--- config.mk ---
export PLATFORM = sky130hd
export DESIGN_NAME = srecord_loader_flat
export DESIGN_NICKNAME = d
export VERILOG_FILES = /design/src/rtl/srec_pkg.sv /design/src/rtl/srec_chan_if.sv /design/src/rtl/srec_in_stage.sv /design/src/rtl/srec_parser.sv /design/src/rtl/srec_out_stage.sv /design/src/rtl/srecord_loader.sv /design/src/flat_wrapper.sv
export SDC_FILE = /design/constraint.sdc
export NUM_CORES = 1
export LEC_CHECK = 0
export BUFFER_PORTS_ARGS = -buffer_cell sky130_fd_sc_hd__buf_2
export CORE_ASPECT_RATIO = 1.4
export CORE_MARGIN = 2
export CORE_UTILIZATION = 25
export CTS_BUF_LIST = sky130_fd_sc_hd__clkbuf_8 sky130_fd_sc_hd__clkbuf_16
export DETAILED_ROUTE_END_ITERATION = 10
export GPL_TIMING_DRIVEN = 0
export PLACE_DENSITY_LB_ADDON = 0.25
export SLEW_MARGIN = 20
export SYNTH_ARGS = -nofsm -noshare
export SYNTH_HDL_FRONTEND = slang
export SYNTH_HIERARCHICAL = 1
export SYNTH_SLANG_ARGS = --single-unit
--- constraint.sdc ---
create_clock -name clk_i -period 4.5 [get_ports clk_i]
set_input_delay 0.45 -clock clk_i [delete_from_list [all_inputs] [get_ports clk_i]]
set_output_delay 0.45 -clock clk_i [all_outputs]
set_load 0.1 [all_outputs]
--- src/rtl/srec_pkg.sv ---
`timescale 1ns / 1ps
// ----------------------------------------------------------------------------
// srec_pkg
// Types, character constants and hex decode shared by the S-record loader.
// ----------------------------------------------------------------------------
package srec_pkg;

  localparam int unsigned MemSizeW   = 30;
  localparam int unsigned PhysAddrW  = 29;
  localparam int unsigned SrcAddrW   = 32;

  localparam logic [MemSizeW-1:0] MemSizeReset = 30'd16777216;

  localparam logic [7:0] ChS       = 8'h53; // 'S'
  localparam logic [7:0] ChNewline = 8'h0a;
  localparam logic [7:0] ChZero    = 8'h30;
  localparam logic [7:0] ChNine    = 8'h39;

  localparam logic [7:0] MinS3Count = 8'd5;

  // kseg0 / kseg1 windows, selected by the top three address bits
  localparam logic [2:0] Kseg0Top = 3'b100;
  localparam logic [2:0] Kseg1Top = 3'b101;

  typedef enum logic [1:0] {
    KIND_WRITE = 2'd0,
    KIND_ENTRY = 2'd1,
    KIND_ERROR = 2'd2
  } result_kind_e;

  typedef enum logic [1:0] {
    ERR_TYPE  = 2'd0,
    ERR_COUNT = 2'd1,
    ERR_ADDR  = 2'd2,
    ERR_DATA  = 2'd3
  } error_code_e;

  typedef enum logic [5:0] {
    PH_START = 6'b000001,
    PH_TYPE  = 6'b000010,
    PH_COUNT = 6'b000100,
    PH_ADDR  = 6'b001000,
    PH_DATA  = 6'b010000,
    PH_SKIP  = 6'b100000
  } phase_e;

  typedef struct packed {
    logic [7:0] character;
    logic       end_of_input;
  } in_payload_t;

  typedef struct packed {
    result_kind_e           result_kind;
    logic [PhysAddrW-1:0]   write_address;
    logic [7:0]             write_data;
    logic [SrcAddrW-1:0]    entry_address;
    error_code_e            error_code;
  } out_payload_t;

  // input register -> parser
  typedef struct packed {
    logic        valid;
    in_payload_t beat;
  } in_stage_t;

  // parser -> output register
  typedef struct packed {
    logic         valid;
    out_payload_t beat;
  } result_t;

  typedef struct packed {
    logic       ok;
    logic [3:0] value;
  } hex_t;

  function automatic hex_t hex_decode(input logic [7:0] c);
    hex_t h;
    h.ok    = 1'b1;
    h.value = 4'd0;
    if (c >= 8'h30 && c <= 8'h39) begin
      h.value = c[3:0];
    end else if ((c >= 8'h61 && c <= 8'h66) || (c >= 8'h41 && c <= 8'h46)) begin
      h.value = c[3:0] + 4'd9;   // 'a'/'A' low nibble is 1
    end else begin
      h.ok = 1'b0;
    end
    return h;
  endfunction

endpackage

--- src/rtl/srec_chan_if.sv ---
`timescale 1ns / 1ps
// ----------------------------------------------------------------------------
// srec_chan_if
// Valid/ready channel carrying one payload beat.
// ----------------------------------------------------------------------------
interface srec_chan_if #(
  parameter type payload_t = logic
);
  logic     valid;
  logic     ready;
  payload_t payload;

  modport source (output valid, output payload, input ready);
  modport sink   (input valid, input payload, output ready);
endinterface

--- src/rtl/srec_in_stage.sv ---
`timescale 1ns / 1ps
// ----------------------------------------------------------------------------
// srec_in_stage
// Input register: holds one character beat for the parser.
// ----------------------------------------------------------------------------
module srec_in_stage (
  input  logic                  clk_i,
  input  logic                  rst_ni,
  input  logic                  valid_i,
  output logic                  ready_o,
  input  srec_pkg::in_payload_t beat_i,
  input  logic                  take_i,
  output srec_pkg::in_stage_t   stage_o
);
  import srec_pkg::*;

  logic        valid_q, valid_d;
  in_payload_t beat_q;
  logic        load;

  assign ready_o = !valid_q || take_i;
  assign load    = valid_i && ready_o;
  assign valid_d = load ? 1'b1 : (take_i ? 1'b0 : valid_q);

  always_ff @(posedge clk_i or negedge rst_ni) begin
    if (!rst_ni) begin
      valid_q <= 1'b0;
    end else begin
      valid_q <= valid_d;
    end
  end

  always_ff @(posedge clk_i) begin
    if (load) begin
      beat_q <= beat_i;
    end
  end

  assign stage_o.valid = valid_q;
  assign stage_o.beat  = beat_q;

endmodule

--- src/rtl/srec_parser.sv ---
`timescale 1ns / 1ps
// ----------------------------------------------------------------------------
// srec_parser
// Record state machine: one character step per cycle unless a result must wait for
// space in the output register; yields at most one result per character.
// ----------------------------------------------------------------------------
module srec_parser (
  input  logic                              clk_i,
  input  logic                              rst_ni,
  input  logic                              memory_size_we_i,
  input  logic [srec_pkg::MemSizeW-1:0]     memory_size_i,
  input  srec_pkg::in_stage_t               stage_i,
  input  logic                              out_space_i,
  output logic                              take_o,
  output srec_pkg::result_t                 result_o
);
  import srec_pkg::*;

  phase_e                phase_q, phase_d;
  logic                  halted_q, halted_d;
  logic                  is_s7_q, is_s7_d;
  logic [3:0]            nibble_q, nibble_d;
  logic [2:0]            digit_q, digit_d;
  logic [SrcAddrW-1:0]   acc_q, acc_d;
  logic [7:0]            left_q, left_d;
  logic [MemSizeW-1:0]   mem_size_q;

  logic        eoi;
  logic [7:0]  ch;
  hex_t        hx;
  logic        hex_ok;
  logic [7:0]  count;
  logic [7:0]  left_dec;
  logic [SrcAddrW-1:0] acc_shift;
  logic        in_window;
  logic [PhysAddrW-1:0] phys;
  result_t     res;

  assign eoi       = stage_i.beat.end_of_input;
  assign ch        = stage_i.beat.character;
  assign hx        = hex_decode(ch);
  assign hex_ok    = !eoi && hx.ok;
  assign count     = {nibble_q, hx.value};
  assign left_dec  = left_q - 8'd1;
  assign acc_shift = {acc_q[SrcAddrW-5:0], hx.value};
  assign in_window = (acc_q[31:29] == Kseg0Top) || (acc_q[31:29] == Kseg1Top);
  assign phys      = acc_q[PhysAddrW-1:0];

  always_comb begin
    phase_d  = phase_q;
    halted_d = halted_q;
    is_s7_d  = is_s7_q;
    nibble_d = nibble_q;
    digit_d  = digit_q;
    acc_d    = acc_q;
    left_d   = left_q;
    res      = '0;

    if (!halted_q) begin
      unique case (phase_q)
        PH_START: begin
          if (!eoi) begin
            if (ch != ChS) begin
              res.valid            = 1'b1;
              res.beat.result_kind = KIND_ERROR;
              res.beat.error_code  = ERR_TYPE;
            end else begin
              phase_d = PH_TYPE;
            end
          end
        end
        PH_TYPE: begin
          if (!eoi && ch >= ChZero && ch <= ChNine && ch[3:0] == 4'd0) begin
            phase_d = PH_SKIP;
          end else if (!eoi && (ch[3:0] == 4'd3 || ch[3:0] == 4'd7)
                       && ch[7:4] == ChZero[7:4]) begin
            is_s7_d = ch[2];
            digit_d = 3'd0;
            phase_d = PH_COUNT;
          end else begin
            res.valid            = 1'b1;
            res.beat.result_kind = KIND_ERROR;
            res.beat.error_code  = ERR_TYPE;
          end
        end
        PH_COUNT: begin
          if (!hex_ok) begin
            res.valid            = 1'b1;
            res.beat.result_kind = KIND_ERROR;
            res.beat.error_code  = ERR_COUNT;
          end else if (digit_q == 3'd0) begin
            nibble_d = hx.value;
            digit_d  = 3'd1;
          end else if (!is_s7_q && count < MinS3Count) begin
            res.valid            = 1'b1;
            res.beat.result_kind = KIND_ERROR;
            res.beat.error_code  = ERR_COUNT;
          end else begin
            left_d  = is_s7_q ? 8'd0 : count - MinS3Count;
            digit_d = 3'd0;
            acc_d   = '0;
            phase_d = PH_ADDR;
          end
        end
        PH_ADDR: begin
          if (!hex_ok) begin
            res.valid            = 1'b1;
            res.beat.result_kind = KIND_ERROR;
            res.beat.error_code  = ERR_ADDR;
          end else begin
            acc_d = acc_shift;
            if (digit_q != 3'd7) begin
              digit_d = digit_q + 3'd1;
            end else begin
              digit_d = 3'd0;
              if (is_s7_q) begin
                phase_d                = PH_SKIP;
                res.valid              = 1'b1;
                res.beat.result_kind   = KIND_ENTRY;
                res.beat.entry_address = acc_shift;
              end else begin
                phase_d = (left_q == 8'd0) ? PH_SKIP : PH_DATA;
              end
            end
          end
        end
        PH_DATA: begin
          if (!hex_ok) begin
            res.valid            = 1'b1;
            res.beat.result_kind = KIND_ERROR;
            res.beat.error_code  = ERR_DATA;
          end else if (digit_q == 3'd0) begin
            nibble_d = hx.value;
            digit_d  = 3'd1;
          end else begin
            digit_d = 3'd0;
            acc_d   = acc_q + 32'd1;
            left_d  = left_dec;
            if (left_dec == 8'd0) begin
              phase_d = PH_SKIP;
            end
            // dropped when unmapped or past the end of memory
            if (in_window && ({1'b0, phys} < mem_size_q)) begin
              res.valid              = 1'b1;
              res.beat.result_kind   = KIND_WRITE;
              res.beat.write_address = phys;
              res.beat.write_data    = count;
            end
          end
        end
        PH_SKIP: begin
          if (eoi || ch == ChNewline) begin
            phase_d = PH_START;
          end
        end
        default: begin
          phase_d = PH_START;
        end
      endcase
      if (res.valid && res.beat.result_kind == KIND_ERROR) begin
        halted_d = 1'b1;
      end
    end
  end

  // a character with no result need not wait for the output register
  assign take_o   = stage_i.valid && (out_space_i || !res.valid);
  assign result_o = '{valid: take_o && res.valid, beat: res.beat};

  always_ff @(posedge clk_i or negedge rst_ni) begin
    if (!rst_ni) begin
      phase_q  <= PH_START;
      halted_q <= 1'b0;
      is_s7_q  <= 1'b0;
      nibble_q <= 4'd0;
      digit_q  <= 3'd0;
      acc_q    <= '0;
      left_q   <= 8'd0;
    end else if (take_o) begin
      phase_q  <= phase_d;
      halted_q <= halted_d;
      is_s7_q  <= is_s7_d;
      nibble_q <= nibble_d;
      digit_q  <= digit_d;
      acc_q    <= acc_d;
      left_q   <= left_d;
    end
  end

  always_ff @(posedge clk_i or negedge rst_ni) begin
    if (!rst_ni) begin
      mem_size_q <= MemSizeReset;
    end else if (memory_size_we_i) begin
      mem_size_q <= memory_size_i;
    end
  end

endmodule

--- src/rtl/srec_out_stage.sv ---
`timescale 1ns / 1ps
// ----------------------------------------------------------------------------
// srec_out_stage
// Result register: holds one result beat until the sink takes it.
// ----------------------------------------------------------------------------
module srec_out_stage (
  input  logic                   clk_i,
  input  logic                   rst_ni,
  input  srec_pkg::result_t      result_i,
  output logic                   space_o,
  output logic                   valid_o,
  input  logic                   ready_i,
  output srec_pkg::out_payload_t beat_o
);
  import srec_pkg::*;

  logic         valid_q, valid_d;
  out_payload_t beat_q;

  assign space_o = !valid_q || ready_i;
  assign valid_d = space_o ? result_i.valid : valid_q;

  always_ff @(posedge clk_i or negedge rst_ni) begin
    if (!rst_ni) begin
      valid_q <= 1'b0;
    end else begin
      valid_q <= valid_d;
    end
  end

  always_ff @(posedge clk_i) begin
    if (space_o && result_i.valid) begin
      beat_q <= result_i.beat;
    end
  end

  assign valid_o = valid_q;
  assign beat_o  = beat_q;

endmodule

--- src/rtl/srecord_loader.sv ---
`timescale 1ns / 1ps
// A character goes from the input register through the parser to the result register.
// Throughput: one character per cycle; the input register, the one-step parser and
// the result register move together, and stall only when a result waits at the output.
// Reset (rst_ni low, asynchronous): parser waits for 'S', not halted, both beat
// registers empty, memory size back to 16 MiB.
// ----------------------------------------------------------------------------
// srecord_loader
// S-record (S0/S3/S7) character stream to byte writes, entry address and error results.
// ----------------------------------------------------------------------------
module srecord_loader (
  input  logic                          clk_i,
  input  logic                          rst_ni,
  srec_chan_if.sink                     in_i,
  srec_chan_if.source                   out_o,
  input  logic                          memory_size_we_i,
  input  logic [srec_pkg::MemSizeW-1:0] memory_size_i
);
  import srec_pkg::*;

  in_stage_t    stage;
  result_t      result;
  logic         take;
  logic         out_space;
  out_payload_t out_beat;

  srec_in_stage u_in_stage (
    .clk_i   (clk_i),
    .rst_ni  (rst_ni),
    .valid_i (in_i.valid),
    .ready_o (in_i.ready),
    .beat_i  (in_i.payload),
    .take_i  (take),
    .stage_o (stage)
  );

  srec_parser u_parser (
    .clk_i            (clk_i),
    .rst_ni           (rst_ni),
    .memory_size_we_i (memory_size_we_i),
    .memory_size_i    (memory_size_i),
    .stage_i          (stage),
    .out_space_i      (out_space),
    .take_o           (take),
    .result_o         (result)
  );

  srec_out_stage u_out_stage (
    .clk_i    (clk_i),
    .rst_ni   (rst_ni),
    .result_i (result),
    .space_o  (out_space),
    .valid_o  (out_o.valid),
    .ready_i  (out_o.ready),
    .beat_o   (out_beat)
  );

  assign out_o.payload = out_beat;

endmodule

--- src/flat_wrapper.sv ---
// flat-port wrapper written by rule: the top's interface ports become plain ports
module srecord_loader_flat import srec_pkg::*;
  (clk_i, rst_ni, memory_size_we_i, memory_size_i, in_i_valid, in_i_payload, in_i_ready, out_o_valid, out_o_payload, out_o_ready);
  srec_chan_if #(.payload_t(in_payload_t)) in_i_i ();
  srec_chan_if #(.payload_t(out_payload_t)) out_o_i ();
  input  logic clk_i;
  input  logic rst_ni;
  input  logic memory_size_we_i;
  input  logic [srec_pkg::MemSizeW-1:0] memory_size_i;
  input wire logic [$bits(in_i_i.valid)-1:0] in_i_valid;
  input wire logic [$bits(in_i_i.payload)-1:0] in_i_payload;
  output wire logic [$bits(in_i_i.ready)-1:0] in_i_ready;
  output wire logic [$bits(out_o_i.valid)-1:0] out_o_valid;
  output wire logic [$bits(out_o_i.payload)-1:0] out_o_payload;
  input wire logic [$bits(out_o_i.ready)-1:0] out_o_ready;
  assign in_i_i.valid = in_i_valid;
  assign in_i_i.payload = in_i_payload;
  assign in_i_ready = in_i_i.ready;
  assign out_o_valid = out_o_i.valid;
  assign out_o_payload = out_o_i.payload;
  assign out_o_i.ready = out_o_ready;
  srecord_loader u_core (.clk_i(clk_i), .rst_ni(rst_ni), .in_i(in_i_i), .out_o(out_o_i), .memory_size_we_i(memory_size_we_i), .memory_size_i(memory_size_i));
endmodule
==> metrics.cfg <==
[power]
p_sw_frac = 0.251
comb_power_share = 0.086
power.density_nw_per_um2 = 316
switching_power_mw = 0.865
finalPower_mw = 3.44
power_frac_seq = 0.485
vdd_drop_max_v = 0.000201
p_clk_frac = 0.430
leakage_nw = 4.46
p_int_mw = 2.58

[sta]
fin_crit_sh = 0.917
hold_slack_ps = 176
timing.final.ws_setup_ps = 373
max_freq_mhz = 242
period_needed_ps = 4130
tightest_slew_ps = 841
drv_slew = 0
rsz0062_at_grt = false
hold_viol = 0
slew_headroom = 0.439
fin_skew_ps = 12.2
finalSetupViolations = 0

[yosys]
synth_area_leader_cell = edfxtp_1
ys_top_cells_by_area = edfxtp_1, dfrtp_1, ha_1, and2_1, nand2_1
syn_area_um2 = 9020
yosysWarnings = 6
syn-num-nets = 955
synth_seq_area_share = 0.514
synth_edf_count = 82
synth.top_cell.area_share = 0.273
avgSynthCellArea_um2 = 10.4
ys_ff_latch = 169
ys.flop_type = dfrtp_1
yosys.cell_types.count = 74
async_flop_share = 0.515
synth_cells = 871

[final_layout]
final_cell_mix = buf_2, dfrtp_1, nand2_1, edfxtp_1, and2_1
layout.cells.most_common = buf_2
area_growth_pct = 20.9
fillers = 3783
antenna_cells = 0
multi_input_area_um2 = 4050
utilization = 0.306
fin_nets = 1098
layout-drive-gt1-share = 0.205
seqCellArea_um2 = 4640

[placed_design]
gp_congestion = 0.876
place_hpwl_mm = 20.8
place_ws_ps = -634
port_buffers = 117

[drt]
drt-initial-drc-count = 478
via_count = 7507
ant_nets = 0
wl_mm = 28.8
drc_errors = 0
via_per_inst = 5.04
wl_per_cell_um = 19.3
drt_pass1_iterations = 5

[setup_path]
arrival_ps = 3680
critPathRequiredTime_ps = 4050
crit_fanout = 6
critPathKind = flip-flop to output pin
worst_setup_path_end_kind = output pin
start_kind = flip-flop

[cts]
cts_tree = yes
cts_buffers = 17
h-tree-depth = 4
cts.clk_slew.worst_paths_ps = 70
cts_buffer_depth = 2
clock_sinks = 169
clkLatencyLatePin_ps = 450
cts_root_buf = clkbuf_16

[job]
drv_cap = 0

[outcome]
run_status = complete, no violations

[global_route]
grt_pass1_wl_mm = 43.6
gr-total-overflow = 0
grtUsageTotal = 0.155
grt_antenna_before_repair = 0
grt_max_degree = 63
grt_pass1_vias = 7403

[floorplanning]
io_pins = 119
rows = 82
die_y_um = 229
coreArea_um2 = 35700
start_util = 0.253
fp.dieW_um = 165
die_area_um2 = 37700

[min_path]
worstHoldPathType = input port to flip-flop

[metal layers]
layer  routed length, um  track usage  part of all wire  vias up
met4                1330       0.0802             0.046        0
met3                1240       0.0259             0.043       71
met1               10800        0.169              0.37     3650
li1                    -            -                 -     3533
met2               15500        0.283              0.54      253
met5                   0            0                 0        -
[cell families after synthesis]
| logic type | after synthesis | synth area share |
|---|---|---|
| and+or+nand+nor | 339 | 0.205 |
| AOI/OAI and AO/OA | 202 | 0.154 |
| DFF | 169 | 0.514 |
| buffers and inverters | 97 | 0.0438 |
| adders and majority gates | 40 | 0.0555 |
| muxes | 15 | 0.0180 |
| xor gates and xnor gates | 9 | 0.00873 |
[worst paths after layout]
path / to / from / slack (ps) / cells past startpoint
setup / recovery: in_i_ready / u_core/u_in_stage/stage_o[2]$_DFFE_PP_ / 370 / 14
hold / removal: u_core/u_in_stage/stage_o[0]$_DFFE_PP_ / in_i_payload[0] / 180 / 1
setup reg to reg: u_core/u_out_stage/beat_o[31]$_DFFE_PP_ / u_core/u_in_stage/stage_o[1]$_DFFE_PP_ / 450 / 13
hold reg to reg: u_core/u_parser/acc_q[31]$_DFFE_PN0P_ / u_core/u_parser/acc_q[31]$_DFFE_PN0P_ / 540 / 1
max in group asynchronous: u_core/u_parser/phase_q[0]$_DFFE_PN1P_ / rst_ni / 3420 / 3
min in group asynchronous: u_core/u_parser/mem_size_q[10]$_DFFE_PN0P_ / rst_ni / 430 / 2
[state kept, by name, indices dropped and copies added, names as in the netlist]
signal                      cells
u_core/u_parser/left_q          8
u_core/u_parser/halted_q        1
u_core/u_out_stage/valid_o      1
u_core/u_parser/mem_size_q     30
u_core/u_out_stage/beat_o      73
u_core/u_parser/phase_q         6
u_core/u_parser/nibble_q        4
u_core/u_in_stage/stage_o       9
u_core/u_in_stage/valid_q       1
u_core/u_parser/acc_q          32
u_core/u_parser/digit_q         3
u_core/u_parser/is_s7_q         1
[what timing repair did]
| item | 4_1_cts | 5_1_grt |
|---|---|---|
| setup endpoints to repair | 74 | 74 |
| resized for setup | 8 | 2 |
| setup buffers | 0 | 4 |
| gates cloned | 1 | 0 |
| hold buffers | 1 | 0 |
| endpoints found under the hold margin | 24 | 0 |
| pin swaps | 1 | 2 |
[power by group through the flow]
stage / logic [mW] / registers [mW] / clock network, mW
floorplan: 0.175 / 1.69 / 0
global placement: 0.281 / 1.70 / 0
detailed placement: 0.288 / 1.70 / 0
CTS: 0.295 / 1.67 / 1.53
global route: 0.327 / 1.67 / 1.59
finish: 0.295 / 1.67 / 1.48
[cell type report]
cell class              instances  area share
well taps                     462      0.0530
plain buffers                  49      0.0197
multi-input cells             606       0.371
clock buffers                  18      0.0402
repair buffers                123      0.0607
inverters                      48      0.0165
clock inverters                14      0.0132
flip-flops and latches        169       0.425
[synth_stat cells, types with 7 or more instances]
master	n
o2111ai_1	12
and3_1	9
clkbuf_1	27
mux2_2	10
buf_2	16
o2bb2ai_1	29
o21ai_0	47
nand2_1	85
and2_1	53
dfrtp_1	85
nor2_1	40
nand3_1	21
nor3_1	23
a21oi_1	48
nand2b_1	7
nor4_1	26
ha_1	40
nand4_1	34
edfxtp_1	82
inv_1	48
[metrics by stage]
step / cells / setup TNS [ps] / cell area [um2]
3_5_place_dp: 1451 / -45510 / 10200
3_3_place_gp: 1450 / -49550 / 10200
4_1_cts: 1485 / 0 / 10900
5_1_grt: 1489 / 0 / 10900
2_1_floorplan: 871 / 0 / 9020
6_report: 1489 / 0 / 10900
[critical path: stages, from the launching register on]
cell and delay [ps]:
edfxtp_1 530, inv_1 110, ha_1 210, nand2b_1 200, o21a_2 260, a31oi_4 130
ha_1 280, nand2b_1 180, o21bai_1 300, nor2_4 120, nand3_1 160, a21oi_1 100
a21boi_0 210, nand2b_4 170, buf_4 290
No activity file was read; power rests on OpenSTA's default activity.
